File: src/design/gbpg_pkg.sv
package gbpg_pkg;

  // config register indexes
  localparam int unsigned CfgIdxW = 8;
  localparam logic [CfgIdxW-1:0] REG_WIDTH  = 8'd0;
  localparam logic [CfgIdxW-1:0] REG_HEIGHT = 8'd1;

  localparam int unsigned DefMaxDim = 4096;
  localparam int unsigned DimW   = 13;            // dimension register width
  localparam int unsigned CoordW = 12;            // pixel coordinate width
  localparam int unsigned TrigW  = 16;            // Q1.15
  localparam int unsigned ProdW  = TrigW + DimW + 1;
  localparam int unsigned MmW    = 2 * DimW;      // m*m
  localparam int unsigned DxW    = 24;            // signed Q8 distance
  localparam int unsigned SqW    = 2 * (DxW - 1);
  localparam int unsigned D2W    = SqW + 1;
  localparam int unsigned NumW   = D2W + 3;       // d2 * 8
  localparam int unsigned ArgW   = 24;            // Q8.16 saturated argument
  localparam int unsigned RemW   = MmW + 1;
  localparam int unsigned PhaseW = 6;
  localparam int unsigned PhaseSteps = 60;
  localparam int unsigned GeoStages = 5;
  localparam int unsigned DivStages = ArgW;
  localparam int unsigned ExpStages = 3;
  localparam int unsigned NumStages = GeoStages + DivStages + ExpStages;
  localparam logic [16:0] Log2eQ16 = 17'd94548;
  localparam logic [7:0]  FullScale = 8'd255;

  // dividend/divisor handoff into the divider
  typedef struct packed {
    logic [RemW-1:0] rem;
    logic [ArgW-1:0] lo;
    logic [MmW-1:0]  den;
    logic            sat;
    logic            bright;
    logic            last;
  } div_in_t;

  typedef struct packed {
    logic [ArgW-1:0] arg;
    logic            bright;
    logic            last;
  } div_out_t;

  function automatic logic [TrigW-2:0] quarter_cos(input logic [3:0] r);
    logic [TrigW-2:0] v;
    case (r)
      4'd0:  v = 15'd32767;
      4'd1:  v = 15'd32587;
      4'd2:  v = 15'd32051;
      4'd3:  v = 15'd31163;
      4'd4:  v = 15'd29934;
      4'd5:  v = 15'd28377;
      4'd6:  v = 15'd26509;
      4'd7:  v = 15'd24351;
      4'd8:  v = 15'd21925;
      4'd9:  v = 15'd19260;
      4'd10: v = 15'd16384;
      4'd11: v = 15'd13328;
      4'd12: v = 15'd10126;
      4'd13: v = 15'd6813;
      4'd14: v = 15'd3425;
      default: v = 15'd0;
    endcase
    return v;
  endfunction

  // k in 0..59
  function automatic logic signed [TrigW-1:0] cos_q15(input logic [PhaseW-1:0] k);
    logic [3:0] r;
    logic signed [TrigW-1:0] res;
    if (k < 6'd15) begin
      r = 4'(k);
      res = $signed({1'b0, quarter_cos(r)});
    end else if (k < 6'd30) begin
      r = 4'(6'd30 - k);
      res = -$signed({1'b0, quarter_cos(r)});
    end else if (k < 6'd45) begin
      r = 4'(k - 6'd30);
      res = -$signed({1'b0, quarter_cos(r)});
    end else begin
      r = 4'(6'd60 - k);
      res = $signed({1'b0, quarter_cos(r)});
    end
    return res;
  endfunction

  function automatic logic [16:0] pow2_neg(input logic [4:0] j);
    logic [16:0] v;
    case (j)
      5'd0:  v = 17'd65536;
      5'd1:  v = 17'd62757;
      5'd2:  v = 17'd60097;
      5'd3:  v = 17'd57549;
      5'd4:  v = 17'd55109;
      5'd5:  v = 17'd52773;
      5'd6:  v = 17'd50535;
      5'd7:  v = 17'd48393;
      5'd8:  v = 17'd46341;
      5'd9:  v = 17'd44376;
      5'd10: v = 17'd42495;
      5'd11: v = 17'd40693;
      5'd12: v = 17'd38968;
      5'd13: v = 17'd37316;
      5'd14: v = 17'd35734;
      5'd15: v = 17'd34219;
      default: v = 17'd32768;
    endcase
    return v;
  endfunction

endpackage

File: src/design/gbpg_div.sv
module gbpg_div import gbpg_pkg::*; (
  input  logic                 clk_i,
  input  logic [DivStages-1:0] en_i,
  input  div_in_t              div_i,
  output div_out_t             div_o
);

  // one quotient bit per stage, restoring
  div_in_t         st_q [DivStages];
  logic [ArgW-1:0] quo_q [DivStages];

  for (genvar s = 0; s < DivStages; s++) begin : g_stage
    div_in_t         src;
    logic [ArgW-1:0] qsrc;
    logic [RemW-1:0] trial;
    logic            ge;

    if (s == 0) begin : g_first
      assign src  = div_i;
      assign qsrc = '0;
    end else begin : g_next
      assign src  = st_q[s-1];
      assign qsrc = quo_q[s-1];
    end

    always_comb begin
      trial = {src.rem[RemW-2:0], src.lo[ArgW-1]};
      ge    = (trial >= RemW'(src.den));
    end

    always_ff @(posedge clk_i) begin
      if (en_i[s]) begin
        st_q[s].rem    <= ge ? trial - RemW'(src.den) : trial;
        st_q[s].lo     <= {src.lo[ArgW-2:0], 1'b0};
        st_q[s].den    <= src.den;
        st_q[s].sat    <= src.sat;
        st_q[s].bright <= src.bright;
        st_q[s].last   <= src.last;
        quo_q[s]       <= {qsrc[ArgW-2:0], ge};
      end
    end
  end

  assign div_o.arg    = st_q[DivStages-1].sat ? '1 : quo_q[DivStages-1];
  assign div_o.bright = st_q[DivStages-1].bright;
  assign div_o.last   = st_q[DivStages-1].last;

endmodule

File: config.mk
export PLATFORM = sky130hd
export DESIGN_NAME = gbpg_div
export DESIGN_NICKNAME = d
export VERILOG_FILES = /design/src/design/gbpg_pkg.sv /design/src/design/gbpg_div.sv
export SDC_FILE = /design/constraint.sdc
export NUM_CORES = 2
export LEC_CHECK = 0
export BUFFER_PORTS_ARGS = -buffer_cell sky130_fd_sc_hd__buf_2
export CORE_ASPECT_RATIO = 0.6
export CORE_UTILIZATION = 50
export DETAILED_ROUTE_END_ITERATION = 10
export PLACE_DENSITY = 0.68
export SLEW_MARGIN = 20
export SYNTH_ARGS = -nofsm -noshare
export SYNTH_HDL_FRONTEND = slang
export SYNTH_SLANG_ARGS = --single-unit
File: constraint.sdc
create_clock -name clk_i -period 4.6 [get_ports clk_i]
set_input_delay 0.92 -clock clk_i [delete_from_list [all_inputs] [get_ports clk_i]]
set_output_delay 0.92 -clock clk_i [all_outputs]
set_load 0.05 [all_outputs]
=== Word level (Yosys, flattened, before mapping) ===
Memory sizes are Yosys's and may differ from the RTL's.
Cells that the tools add are included.
W data, S select, Z words.

* Register bits after elaboration: 0
* Memory bits (writable): 2,472
* Input bits: 105
* Output and inout bits: 26
* Logic and storage cells: 123
* Memories: 2

* Add/sub/neg operators: 24
* Order comparisons: 24
* Multiplexer cells: 73

{| class="wikitable"
|+ Memory list
! name !! depth !! bits a word !! rd ports !! clocked after memory_dff !! wr ports !! RTL line !! text
|-
| st_q || 24 || 79 || 24 || 0 || 24 || gbpg_div.sv:9 || <nowiki>div_in_t st_q [DivStages];</nowiki>
|-
| quo_q || 24 || 24 || 24 || 0 || 24 || gbpg_div.sv:10 || <nowiki>logic [ArgW-1:0] quo_q [DivStages];</nowiki>
|}

{| class="wikitable"
|+ Operator list
! operator !! number
|-
| $ge A27 B26 Y1 || 24
|-
| $mux W27 || 24
|-
| $sub A27 B26 Y27 || 24
|-
| $mux W1 || 48
|-
| $mux W24 || 1
|}

=== Longest topological paths before layout ===
An unclocked memory read counts as a cell.

* Depth after elaboration: 3
* Mapped depth: 15

=== Worst setup path before layout ===
OpenSTA, ideal clock, no wires.

* Path kind: input to register
* From: input div_i[4] (netlist name)
* To: memory st_q[0][74] (netlist name) (data pin)
* Setup time: 0.260 ns
* Data arrival time: 3.344 ns
* Path slack: 0.997 ns
* Stages on the path: 12
* Buffers on the path: 1
* Cell sequence: inv_1 ha_1 nor2b_1 o21ai_0 a21boi_0 o211ai_1 a21oi_1 o311a_1 o2111ai_1 nand3_1 buf_2 mux2_2

{| class="wikitable"
|+ RTL lines
! what !! RTL line !! text
|-
| start: declaration || gbpg_div.sv:4 || <nowiki>input div_in_t div_i,</nowiki>
|-
| end: declaration || gbpg_div.sv:9 ||
|}

==> metrics.txt <==
final number of setup-violating endpoints=0; Routed Antenna Nets=0; Finished Layout Cells=10.52k; Total GRT Usage=0.2264; clk buf depth=4; DRT Pass-1 Iters=8; Peak VDD IR=467.7 uV; gp weighted congestion=0.9649; Max Fclk=234.1 MHz; H-tree depth=4; Netlist Area Pre-Place=94,390 sq um; PwrDens=701.8 nW/um^2; Clock Sink Count=1,844; EDFF count, synth=1,844; nature of the critical path startpoint=flop; synth unique cells=98; period utilisation layout=0.9286; vias in the first global route=56.43k; Critical Path RT=5.16 ns; setup TNS=0 ns; skew final=0.05065 ns; via count=59.90k; Max Slew Vio Count=0; cell accounting for the most synthesized area=edfxtp_1; Remaining DRCs=0; post-CTS resize count=0; area of the multi-input gates=35,420 sq um; Syn Inst Count=7,650; Post-synth top flop=edfxtp_1; IO Port Bufs=129; WL final=219,000 um; CP endpoint kind=flop; Setup CP Type=flop to flop; Slew @ Worst Pin=1.101 ns; CTS Hold Bufs=0; post-synthesis sequential area ratio=0.5867; HPWL after detailed placement=165,500 um; min Tclk post-route=4.272 ns; DR iter-0 viols=5,946; register area=55,370 sq um; Synthesized Nets=8,402; worst skew pair latency=0.84 ns; WL/cell=20.83 um; async set-reset flop share out of synthesis=0; unrepaired setup endpoints after global routing=false; Layout Nets=8,639; chip width=562.9 um; Post-Place Cells=10.21k; die area=190,600 sq um; I/O pin cnt=131; total CTS buffers=178; Area Overhead vs Synth=10.23%; CTS tree=yes; global-route wire length before repair=334,800 um; FF+latch count, synth=1,844; Final Hold Fails=0; Reg clk slew, reported paths=0.07 ns; site row count=123; Area contributors post-synth=edfxtp_1 59%, ha_1 8.3%, a21oi_1 3.4%; vias per cell=5.695; worst min path class=input port to flop; syn_area_per_cell=12.34 sq um; Core Area=187,400 sq um; starting density of the core=0.5035; Pleak=0.04191 uW; # fillers=15.44k; synthesis warning total=0; grt total ovfl=0; share of cells above drive strength 1=0.09891; Clk Tree Root Cell=clkbuf_16; top cell type's share of synthesized area=0.5867; Max Cap Viol=0; die height=338.5 um; Diodes inserted=0; largest net degree at the start of global routing=80; run status=finished clean; antenna violations before repair=7; setup bufs post-CTS=0; worst-path maximum fanout=3; Slew HR=0.2657; crit path DAT=4.83 ns
-- synth_stat cells, drive strengths merged (22+ instances only) --
cell / number
clkbuf: 116
ha: 624
o21bai: 75
nand2b: 76
xnor2: 306
and3: 49
xor2: 214
nor4: 26
o21ai: 412
a21o: 336
or2: 39
or3: 22
o211ai: 24
and2: 23
o21a: 51
mux2: 291
nand4: 84
a31oi: 63
a211oi: 34
nor2: 390
edfxtp: 1844
nor2b: 88
inv: 792
nor3: 73
a21oi: 650
o31ai: 41
nand2: 454
fa: 23
nand3: 131
buf: 44
-- metal layers --
metal,up-vias,GRT usage,share of wire
li1,28613,-,-
met1,28962,0.3686,0.50
met2,2070,0.3123,0.40
met3,252,0.04219,0.087
met4,0,0.04127,0.016
met5,-,0,0
-- metrics by stage --
step	worst slack (ns)	utilization	hold slack [ns]	total power, uW	instance area [sq um]
global route	0.1069	0.5550	0.2437	77420	104000
global placement	0.2705	0.5249	0.4007	57420	98390
detailed placement	0.3717	0.5249	0.4045	58040	98390
finish	0.3283	0.5550	0.2756	73010	104000
CTS	0.4619	0.5550	0.2232	72920	104000
floorplan	0.9966	-	0.4003	49100	94390
-- cells in the final DEF, fill, tap and decap left out, types with 84 or more instances in the layout --
cell type	instances
nor2_1	389
ha_1	624
edfxtp_1	1844
o21ai_0	401
buf_4	100
nand3_1	130
nand2_1	453
a21oi_1	643
xor2_1	214
xnor2_1	306
clkbuf_16	180
nor2b_1	88
a21o_1	336
nand4_1	84
mux2_2	208
inv_1	790
buf_2	106
-- final cells by class --
cell class                 count  share of cell area
inverter                     792             0.02857
clock inverter               106             0.01014
sequential                  1844              0.5322
clock buffer                 204             0.04416
multi-input combinational   4854              0.3405
timing repair buffer         217             0.01435
tap                         2500             0.03007
-- path summary, 6_finish.rpt --
kind | start | endpoint | slack (ns) | depth (start not counted)
worst max-delay path | st_q[0][288] | st_q[0][390] | 0.33 | 14
worst min-delay path | div_i[48] | st_q[0][48] | 0.28 | 1
worst max register to register | st_q[0][288] | st_q[0][390] | 0.33 | 14
worst min register to register | quo_q[0][146] | quo_q[0][171] | 0.38 | 0
-- critical path, stage by stage, from the launching register on --
cell and delay (ns):
edfxtp_1 0.40, inv_1 0.07, ha_1 0.16, inv_1 0.06
fa_1 0.41, a21oi_1 0.25, o21bai_1 0.12, a21boi_0 0.37
o21ai_0 0.27, a2111oi_0 0.57, nor2_1 0.16, o41ai_1 0.66
o21ai_0 0.21, xnor2_1 0.20, a21oi_1 0.09
-- sequential cells by signal, summed over array words and instances (netlist names) --
name	count
st_q	1544
quo_q	300
-- cells by family after synthesis --
group,share of synthesized area
AO/OA/AOI/OAI,0.1245
flip-flops,0.5867
AND/OR/NAND/NOR,0.07565
buffers and inverters,0.03936
adder cells (fa/ha/maj),0.08760
XOR/XNOR,0.04825
multiplexers,0.03794
-- report_power, final --
group	internal (uW)	total, uW	switching (uW)	leakage, uW
combinational	13800	31900	18100	0.0211
sequential	24100	26600	2500	0.0180
clock	8280	14500	6250	0.00277
total	46200	73000	26800	0.0419
(Power assumes the default switching activity.)
