<file path="src/design/gbpg_pkg.sv">
package gbpg_pkg;

  // config register indexes
  localparam int unsigned CfgIdxW = 8;
  localparam logic [CfgIdxW-1:0] REG_WIDTH  = 8'd0;
  localparam logic [CfgIdxW-1:0] REG_HEIGHT = 8'd1;

  localparam int unsigned DefMaxDim = 4096;
  localparam int unsigned DimW   = 13;            // dimension register width
  localparam int unsigned CoordW = 12;            // pixel coordinate width
  localparam int unsigned TrigW  = 16;            // Q1.15
  localparam int unsigned ProdW  = TrigW + DimW + 1;
  localparam int unsigned MmW    = 2 * DimW;      // m*m
  localparam int unsigned DxW    = 24;            // signed Q8 distance
  localparam int unsigned SqW    = 2 * (DxW - 1);
  localparam int unsigned D2W    = SqW + 1;
  localparam int unsigned NumW   = D2W + 3;       // d2 * 8
  localparam int unsigned ArgW   = 24;            // Q8.16 saturated argument
  localparam int unsigned RemW   = MmW + 1;
  localparam int unsigned PhaseW = 6;
  localparam int unsigned PhaseSteps = 60;
  localparam int unsigned GeoStages = 5;
  localparam int unsigned DivStages = ArgW;
  localparam int unsigned ExpStages = 3;
  localparam int unsigned NumStages = GeoStages + DivStages + ExpStages;
  localparam logic [16:0] Log2eQ16 = 17'd94548;
  localparam logic [7:0]  FullScale = 8'd255;

  // dividend/divisor handoff into the divider
  typedef struct packed {
    logic [RemW-1:0] rem;
    logic [ArgW-1:0] lo;
    logic [MmW-1:0]  den;
    logic            sat;
    logic            bright;
    logic            last;
  } div_in_t;

  typedef struct packed {
    logic [ArgW-1:0] arg;
    logic            bright;
    logic            last;
  } div_out_t;

  function automatic logic [TrigW-2:0] quarter_cos(input logic [3:0] r);
    logic [TrigW-2:0] v;
    case (r)
      4'd0:  v = 15'd32767;
      4'd1:  v = 15'd32587;
      4'd2:  v = 15'd32051;
      4'd3:  v = 15'd31163;
      4'd4:  v = 15'd29934;
      4'd5:  v = 15'd28377;
      4'd6:  v = 15'd26509;
      4'd7:  v = 15'd24351;
      4'd8:  v = 15'd21925;
      4'd9:  v = 15'd19260;
      4'd10: v = 15'd16384;
      4'd11: v = 15'd13328;
      4'd12: v = 15'd10126;
      4'd13: v = 15'd6813;
      4'd14: v = 15'd3425;
      default: v = 15'd0;
    endcase
    return v;
  endfunction

  // k in 0..59
  function automatic logic signed [TrigW-1:0] cos_q15(input logic [PhaseW-1:0] k);
    logic [3:0] r;
    logic signed [TrigW-1:0] res;
    if (k < 6'd15) begin
      r = 4'(k);
      res = $signed({1'b0, quarter_cos(r)});
    end else if (k < 6'd30) begin
      r = 4'(6'd30 - k);
      res = -$signed({1'b0, quarter_cos(r)});
    end else if (k < 6'd45) begin
      r = 4'(k - 6'd30);
      res = -$signed({1'b0, quarter_cos(r)});
    end else begin
      r = 4'(6'd60 - k);
      res = $signed({1'b0, quarter_cos(r)});
    end
    return res;
  endfunction

  function automatic logic [16:0] pow2_neg(input logic [4:0] j);
    logic [16:0] v;
    case (j)
      5'd0:  v = 17'd65536;
      5'd1:  v = 17'd62757;
      5'd2:  v = 17'd60097;
      5'd3:  v = 17'd57549;
      5'd4:  v = 17'd55109;
      5'd5:  v = 17'd52773;
      5'd6:  v = 17'd50535;
      5'd7:  v = 17'd48393;
      5'd8:  v = 17'd46341;
      5'd9:  v = 17'd44376;
      5'd10: v = 17'd42495;
      5'd11: v = 17'd40693;
      5'd12: v = 17'd38968;
      5'd13: v = 17'd37316;
      5'd14: v = 17'd35734;
      5'd15: v = 17'd34219;
      default: v = 17'd32768;
    endcase
    return v;
  endfunction

endpackage

</file>
<file path="src/design/gbpg_geom.sv">
module gbpg_geom import gbpg_pkg::*; #(
  parameter int unsigned MAX_DIM = DefMaxDim
) (
  input  logic                  clk_i,
  input  logic [GeoStages-1:0]  en_i,
  input  logic [CoordW-1:0]     px_i,
  input  logic [CoordW-1:0]     py_i,
  input  logic                  last_i,
  input  logic [PhaseW-1:0]     phase_i,
  input  logic [DimW-1:0]       width_i,
  input  logic [DimW-1:0]       height_i,
  output div_in_t               div_o
);

  localparam logic [DimW-1:0] DimCap =
    (MAX_DIM > (1 << DimW) - 1) ? DimW'((1 << DimW) - 1) : DimW'(MAX_DIM);

  logic [DimW-1:0] wd, ht;
  logic [PhaseW-1:0] k, ks;
  logic [PhaseW:0] ks_sum;

  always_comb begin
    wd = (width_i == '0) ? DimW'(1) : ((width_i > DimCap) ? DimCap : width_i);
    ht = (height_i == '0) ? DimW'(1) : ((height_i > DimCap) ? DimCap : height_i);
    k  = (phase_i >= PhaseW'(PhaseSteps)) ? phase_i - PhaseW'(PhaseSteps) : phase_i;
    ks_sum = {1'b0, k} + (PhaseW + 1)'(45);
    ks = (ks_sum >= (PhaseW + 1)'(PhaseSteps)) ?
         PhaseW'(ks_sum - (PhaseW + 1)'(PhaseSteps)) : PhaseW'(ks_sum);
  end

  // stage 0: table lookups, clamped dims, bright row
  logic [CoordW-1:0] px0_q, py0_q;
  logic last0_q, br0_q;
  logic signed [TrigW-1:0] cos0_q, sin0_q;
  logic [DimW-1:0] wd0_q, ht0_q, m0_q;

  always_ff @(posedge clk_i) begin
    if (en_i[0]) begin
      px0_q  <= px_i;
      py0_q  <= py_i;
      last0_q <= last_i;
      br0_q  <= (py_i == CoordW'(ht >> 1));
      cos0_q <= cos_q15(k);
      sin0_q <= cos_q15(ks);
      wd0_q  <= wd;
      ht0_q  <= ht;
      m0_q   <= (wd < ht) ? wd : ht;
    end
  end

  // stage 1: trig * dimension, m * m
  logic [CoordW-1:0] px1_q, py1_q;
  logic last1_q, br1_q;
  logic signed [ProdW-1:0] pcx1_q, pcy1_q;
  logic [DimW-2:0] hw1_q, hh1_q;
  logic [MmW-1:0] mm1_q;

  always_ff @(posedge clk_i) begin
    if (en_i[1]) begin
      px1_q  <= px0_q;
      py1_q  <= py0_q;
      last1_q <= last0_q;
      br1_q  <= br0_q;
      pcx1_q <= ProdW'(cos0_q * $signed({1'b0, wd0_q}));
      pcy1_q <= ProdW'(sin0_q * $signed({1'b0, ht0_q}));
      hw1_q  <= wd0_q[DimW-1:1];
      hh1_q  <= ht0_q[DimW-1:1];
      mm1_q  <= m0_q * m0_q;
    end
  end

  // stage 2: centre in Q8 and distance
  logic signed [ProdW-1:0] offx, offy;
  logic signed [DxW-1:0] cx, cy;
  logic last2_q, br2_q;
  logic signed [DxW-1:0] dx2_q, dy2_q;
  logic [MmW-1:0] mm2_q;

  always_comb begin
    offx = (pcx1_q + ProdW'(256)) >>> 9;
    offy = (pcy1_q + ProdW'(256)) >>> 9;
    cx = $signed(DxW'({hw1_q, 8'd0})) + DxW'(offx);
    cy = $signed(DxW'({hh1_q, 8'd0})) + DxW'(offy);
  end

  always_ff @(posedge clk_i) begin
    if (en_i[2]) begin
      last2_q <= last1_q;
      br2_q  <= br1_q;
      dx2_q  <= $signed(DxW'({px1_q, 8'd0})) - cx;
      dy2_q  <= $signed(DxW'({py1_q, 8'd0})) - cy;
      mm2_q  <= mm1_q;
    end
  end

  // stage 3: squares
  logic [DxW-1:0] absx, absy;
  logic [DxW-2:0] ax, ay;
  logic last3_q, br3_q;
  logic [SqW-1:0] sx3_q, sy3_q;
  logic [MmW-1:0] mm3_q;

  // magnitude never reaches 2^23, top bit drops
  always_comb begin
    absx = dx2_q[DxW-1] ? DxW'(-dx2_q) : DxW'(dx2_q);
    absy = dy2_q[DxW-1] ? DxW'(-dy2_q) : DxW'(dy2_q);
    ax = absx[DxW-2:0];
    ay = absy[DxW-2:0];
  end

  always_ff @(posedge clk_i) begin
    if (en_i[3]) begin
      last3_q <= last2_q;
      br3_q  <= br2_q;
      sx3_q  <= ax * ax;
      sy3_q  <= ay * ay;
      mm3_q  <= mm2_q;
    end
  end

  // stage 4: sum, scale by 8, saturation test
  logic [NumW-1:0] num;
  logic [NumW-1:0] lim;
  div_in_t d4_q;

  always_comb begin
    num = {(D2W'(sx3_q) + D2W'(sy3_q)), 3'b000};
    lim = NumW'({mm3_q, 24'd0});
  end

  always_ff @(posedge clk_i) begin
    if (en_i[4]) begin
      d4_q.rem    <= RemW'(num[NumW-1:ArgW]);
      d4_q.lo     <= num[ArgW-1:0];
      d4_q.den    <= mm3_q;
      d4_q.sat    <= (num >= lim);
      d4_q.bright <= br3_q;
      d4_q.last   <= last3_q;
    end
  end

  assign div_o = d4_q;

endmodule

</file>
<file path="config.mk">
export PLATFORM = sky130hd
export DESIGN_NAME = gbpg_geom
export DESIGN_NICKNAME = d
export VERILOG_FILES = /design/src/design/gbpg_pkg.sv /design/src/design/gbpg_geom.sv
export SDC_FILE = /design/constraint.sdc
export NUM_CORES = 2
export LEC_CHECK = 0
export ABC_AREA = 1
export ABC_CLOCK_PERIOD_IN_PS = 17800
export BUFFER_PORTS_ARGS = -buffer_cell sky130_fd_sc_hd__buf_2
export CAP_MARGIN = 0
export CELL_PAD_IN_SITES_DETAIL_PLACEMENT = 1
export CELL_PAD_IN_SITES_GLOBAL_PLACEMENT = 1
export CORE_MARGIN = 2
export CORE_UTILIZATION = 30
export CTS_CLUSTER_SIZE = 20
export DETAILED_ROUTE_END_ITERATION = 8
export GPL_ROUTABILITY_DRIVEN = 0
export PLACE_DENSITY_LB_ADDON = 0.1
export SETUP_SLACK_MARGIN = 0.5
export SYNTH_ARGS = -nofsm -noshare
export SYNTH_HDL_FRONTEND = slang
export SYNTH_SLANG_ARGS = --single-unit
</file>
<file path="constraint.sdc">
create_clock -name clk_i -period 17.8 [get_ports clk_i]
set_clock_uncertainty 0.2 [all_clocks]
set_input_delay 3.56 -clock clk_i [delete_from_list [all_inputs] [get_ports clk_i]]
set_output_delay 3.56 -clock clk_i [all_outputs]
set_load 0.05 [all_outputs]
</file>
# After elaboration in Yosys (flattened, before gate mapping)

Memory sizes are Yosys's and may differ from the RTL's.
Cells that the tools add are included.

Add/sub/neg operators: 22
Multiply operators: 5
Magnitude comparators: 12
Equal/unequal tests: 1
Mux-type cells: 29
Reductions and logical operators: 2

Operator list:

| cell                                                   | count |
|---|---|
| 2-to-1 mux 15 bit                                      | 16 |
| multiplier 23 x 23 -> 46 bit                           | 2 |
| 2-to-1 mux 13 bit                                      | 5 |
| 2-to-1 mux 16 bit                                      | 4 |
| negation 15 -> 16 bit                                  | 4 |
| adder 30 x 10 -> 30 bit (second input constant)        | 2 |
| multiplier 16 x 14 -> 30 bit                           | 2 |
| >= comparator 50 bit                                   | 1 |
| adder 46 x 46 -> 47 bit                                | 1 |
| 2-to-1 mux 23 bit                                      | 2 |
| negation 23 bit                                        | 2 |
| subtractor 21 x 22 -> 23 bit                           | 2 |
| adder 21 x 21 -> 22 bit                                | 2 |
| greater-than comparator 13 bit (second input constant) | 2 |
| logical NOT 13 bit                                     | 2 |
| multiplier 13 x 13 -> 26 bit                           | 1 |
| subtractor 4 bit (first input constant)                | 4 |
| < comparator 13 bit                                    | 1 |
| equality test 12 bit                                   | 1 |
| < comparator 6 x 4 -> 1 bit (second input constant)    | 2 |
| < comparator 6 x 5 -> 1 bit (second input constant)    | 2 |
| < comparator 6 bit (second input constant)             | 2 |
| 2-to-1 mux 6 bit                                       | 2 |
| subtractor 6 bit (second input constant)               | 2 |
| other kinds (4)                                        | 5 |

Flip-flop bits (word level): 503
Memory bits (read-only): 1920
Bits of input ports: 63
Output and inout bits: 80
Logic and storage cells: 115
Memories: 8

Memory list:

| memory           | words | bits a word | rd ports | clocked after memory_dff | wr ports | RTL line       | RTL |
|---|---|---|---|---|---|---|---|
| (name not given) | 16    | 15          | 1        | 0                        | 0        | gbpg_pkg.sv:47 | `case (r)` |
| (name not given) | 16    | 15          | 1        | 0                        | 0        | gbpg_pkg.sv:47 |  |
| (name not given) | 16    | 15          | 1        | 0                        | 0        | gbpg_pkg.sv:47 |  |
| (name not given) | 16    | 15          | 1        | 0                        | 0        | gbpg_pkg.sv:47 |  |
| (name not given) | 16    | 15          | 1        | 0                        | 0        | gbpg_pkg.sv:47 |  |
| (name not given) | 16    | 15          | 1        | 0                        | 0        | gbpg_pkg.sv:47 |  |
| +2 memories      | -     | -           | -        | -                        | -        | -              |  |

# Depth between registers and ports, before layout

An unclocked memory read counts as a cell.

Word-level depth: 15
Gate-level depth with buffers: 44
Gate-level depth less buffers: 44

# Worst setup path after synthesis

OpenSTA, ideal clock, no wires.

Path kind: register to register
From: register dy2_q[0]
To: register sy3_q[41], data pin
Setup time: 0.260 ns
Arrival time: 8.480 ns
Path slack: 8.860 ns
Stages on the path, launching flop included: 40
Buffers on the path: 3
Path through: edfxtp_1 clkbuf_1 inv_1 clkbuf_1 ha_1 inv_1 nor3_1 inv_1 nor3_1 nand3_1 nor2_1 inv_1 o21ai_0 xor2_1 inv_1 clkbuf_1 nand2_1 fa_1 [4 not listed] inv_1 fa_1 inv_1 fa_1 inv_1 fa_1 inv_1 ha_1 a21oi_1 inv_1 a31oi_1 o21ai_0 a21boi_0 o21bai_1 a21boi_0 o21ai_0 a21oi_1 xnor2_1

Cells in the longest elaborated chain, start to end: 3

RTL lines:

| element                          | RTL line         | RTL |
|---|---|---|
| from (decl)                      | gbpg_geom.sv:76  | `logic signed [DxW-1:0] dx2_q, dy2_q;` |
| from (signal assigned)           | gbpg_geom.sv:91  | `dy2_q <= $signed(DxW'({py1_q, 8'd0})) - cy;` |
| negation 23 bit                  | gbpg_geom.sv:106 | `absy = dy2_q[DxW-1] ? DxW'(-dy2_q) : DxW'(dy2_q);` |
| 2-to-1 mux 23 bit (*)            | gbpg_geom.sv:106 |  |
| multiplier 23 x 23 -> 46 bit (*) | gbpg_geom.sv:116 | `sy3_q <= ay * ay;` |
| to (signal assigned)             | gbpg_geom.sv:116 |  |
| to (decl)                        | gbpg_geom.sv:100 | `logic [SqW-1:0] sx3_q, sy3_q;` |

Every way passes the cells marked *; elsewhere a longest branch is shown, timed or not.
A chain may end at the register's enable or synchronous reset.

# Worst setup path after layout

From: register dy2_q[0]
To: register sy3_q[43], data pin

The elaborated chain is that of the path after synthesis.

==> flow_summary_export.csv <==
group,metric,value,unit
critical_path,reg2reg_from,"dy2_q[0]",
critical_path,cp.required,18000,ps
synthesis,ys_seq_area_share,18.6,%
worst_hold_path,hold_path.class,"reg -> reg",
sta,tightest_slew,1110,ps
layout,multi_input_area,53100,µm²
route,drt_iter0_drc,2318,
critical_path,cp_slowest_cell,"clkinv_1",
die,fp.dieH,513,µm
critical_path,crit_top_cell,"inv_1",
route,viasPerCell,4.55,
route,drc_errors,0,
clock_tree,htree_num_levels,3,
layout,layout-drive-gt1-share,4.44,%
global_routing,grt_usage,18.6,%
synthesis,yosys_register_bits,481,
layout,mostFrequentLayoutCell,"inv_1",
critical_path,rrSetupSlack,7360,ps
global_routing,overflow,0,
clock_tree,cts_setup_buffers,0,
worst_hold_path,hold_end,"mm2_q[9]",
clock_tree,cts.path.max_buffers,3,
clock_tree,cts_made_buffers,66,
sta,drv_slew,0,
critical_path,r2r_cells,38,
synthesis,synth.distinct_cells,70,
worst_hold_path,holdPathStages,0,
global_routing,antenna_found_initial,3,
clock_tree,cts_tree,"built",
route,wl,241000,µm
synthesis,synthCells,8940,
die,start_util,30.2,%
synthesis,syn-cell-area,77800,µm²
critical_path,crit_arrival,10650,ps
critical_path,crit_fanout,13,
clock_tree,clock-sinks,481,
layout,area.growth.synth_to_final,9.04,%
run,drv_cap,0,
sta,fin_crit,10440,ps
synthesis,synth.top_cell.area_share,33.4,%
die,die_x,513,µm
route,vias,56800,
critical_path,timing.rr.end,"sy3_q[43]",
critical_path,start_kind,"flop",
synthesis,yosysWarnings,0,
layout,final_net_count,11100,
critical_path,worst_setup_path_end_kind,"flop",
synthesis,async_flop_share,0,%
critical_path,critPathMaxStageDelay,730,ps
sta,max_freq,0.0958,GHz
clock_tree,clk_latency,670,ps
placement,dp_hpwl,202000,µm
layout,num-fill-cells,30300,
sta,hold_viol_final,0,
die,placementRows,186,
sta,setup_violations,0,
placement,portBuffers,137,
die,dieArea,263000,µm²
synthesis,netlist_top_cells_area,"fa_1 (33%), edfxtp_1 (19%), inv_1 (12%)",
layout,regArea,14400,µm²
route,dr.pass1.iters,5,
outcome,outcome,"finished, final reports clean",
route,avgRoutedWirePerCell,19.3,µm
die,io_pins,143,
global_routing,grt_max_degree,69,
worst_hold_path,min-delay-start,"mm1_q[9]",
sta,rsz0062_at_grt,"false",
synthesis,synth-main-ff-cell,"edfxtp_1",
clock_tree,root_buffer,"clkbuf_16",
sta,post-route-period-util,58.7,%
global_routing,grt_pass1_wl,379000,µm
synthesis,syn_avg_cell_area,8.70,µm²
synthesis,synth_edf_count,481,
critical_path,worstSetupPathType,"reg -> reg",
route,drtAntennaViolNets,0,
clock_tree,cts_resized,0,
layout,layout_common_cells,"inv_1 (2,481), nand2_1 (1,511), fa_1 (1,298), ha_1 (718), nor2_1 (636)",
synthesis,yosys.area.top_type,"fa_1",
sta,relSlewSlack,25.0,%
global_routing,grt_pass1_vias,64800,
clock_tree,clk_pin_slew,70,ps
sta,setup_tns,0,ps
clock_tree,hold_buffers,0,
die,core_area,257000,µm²
## stage by stage
step                      worst slack, ps  area [µm²]  hold WS [ps]  util (%)  instances
after floorplan                      8860       77900           200         -       8975
after global placement               7500       82500           203      32.1      12400
after detailed placement             7330       82500           206      32.1      12400
after CTS                            7310       84800           215      32.9      12500
after global routing                 6650       84800           220      32.9      12500
final                                7360       84800           213      32.9      12500
## Yosys cell counts (7+ instances only)
cell	instances
nor2_1	636
nand2_2	20
o211ai_1	23
xnor2_1	135
fa_1	1298
clkbuf_1	180
o21ai_1	16
nand3_2	7
inv_1	2481
edfxtp_1	481
a211oi_1	18
o21ai_0	284
nor4_1	23
nor3_1	49
o31ai_1	10
a21oi_1	372
o221ai_1	10
a21o_1	12
o21bai_1	20
nand4_1	45
a21boi_0	12
or2_2	21
nor2_2	8
o21a_1	21
buf_2	10
nand2_1	1511
nand3_1	123
buf_1	19
a31oi_1	58
ha_1	718
xor2_1	194
nand3b_1	15
inv_2	8
clkinv_1	23
## per-layer routing
layer  track usage (%)  up-vias  routed length [µm]
li1                  -    27100                   -
met1              24.5    29000              111000
met2              33.1      562              119000
met3              1.44      183                4800
met4              4.47        2                6180
met5                 0        -                  13
## cell type report
class	count	area share, %
sequential	481	17.0
multi-input combinational	5763	62.7
clock buffer	75	2.01
timing repair buffer	210	1.48
tap	3384	4.99
inverter	2513	11.1
clock inverter	47	0.676
antenna	2	0.00590
## critical path: cells and delay by family (launching register included)
family | cells | cell delay (ps)
DFF | 1 | 620
buffers and inverters | 10 | 1480
and+or+nand+nor | 14 | 2770
adders and majority gates | 9 | 4020
AOI/OAI and AO/OA | 4 | 1010
xor gates and xnor gates | 1 | 70
## kinds of logic after synthesis
logic type / count (synthesis) / share of synthesized area, %
adders and majority gates: 2016 / 45.0
other: 2 / 0.00966
DFF: 481 / 18.6
and+or+nand+nor: 2479 / 12.9
buffers and inverters: 2731 / 13.3
AOI/OAI and AO/OA: 902 / 6.56
xor gates and xnor gates: 329 / 3.71
## worst max path at each step
stage	from	to	slack, ps	cells after the start
2_1_floorplan	dy2_q[0]	sy3_q[41]	8860	39
3_3_place_gp	dy2_q[0]	sy3_q[43]	7500	38
3_5_place_dp	dy2_q[0]	sy3_q[39]	7330	37
4_1_cts	dy2_q[0]	sy3_q[43]	7310	38
5_1_grt	dy2_q[0]	sy3_q[39]	6650	37
6_report	dy2_q[0]	sy3_q[43]	7360	38
## sequential cells by signal, summed over array words and instances, names as in the netlist, 23 cells and up
name and cells:
sy3_q 45, div_o 75, dx2_q 23, sx3_q 45, mm1_q 25, mm3_q 25
dy2_q 23, mm2_q 25
Power is left out: the tool's default activity adds up to more than one toggle a clock period on the data nets, which glitch-free logic cannot reach.
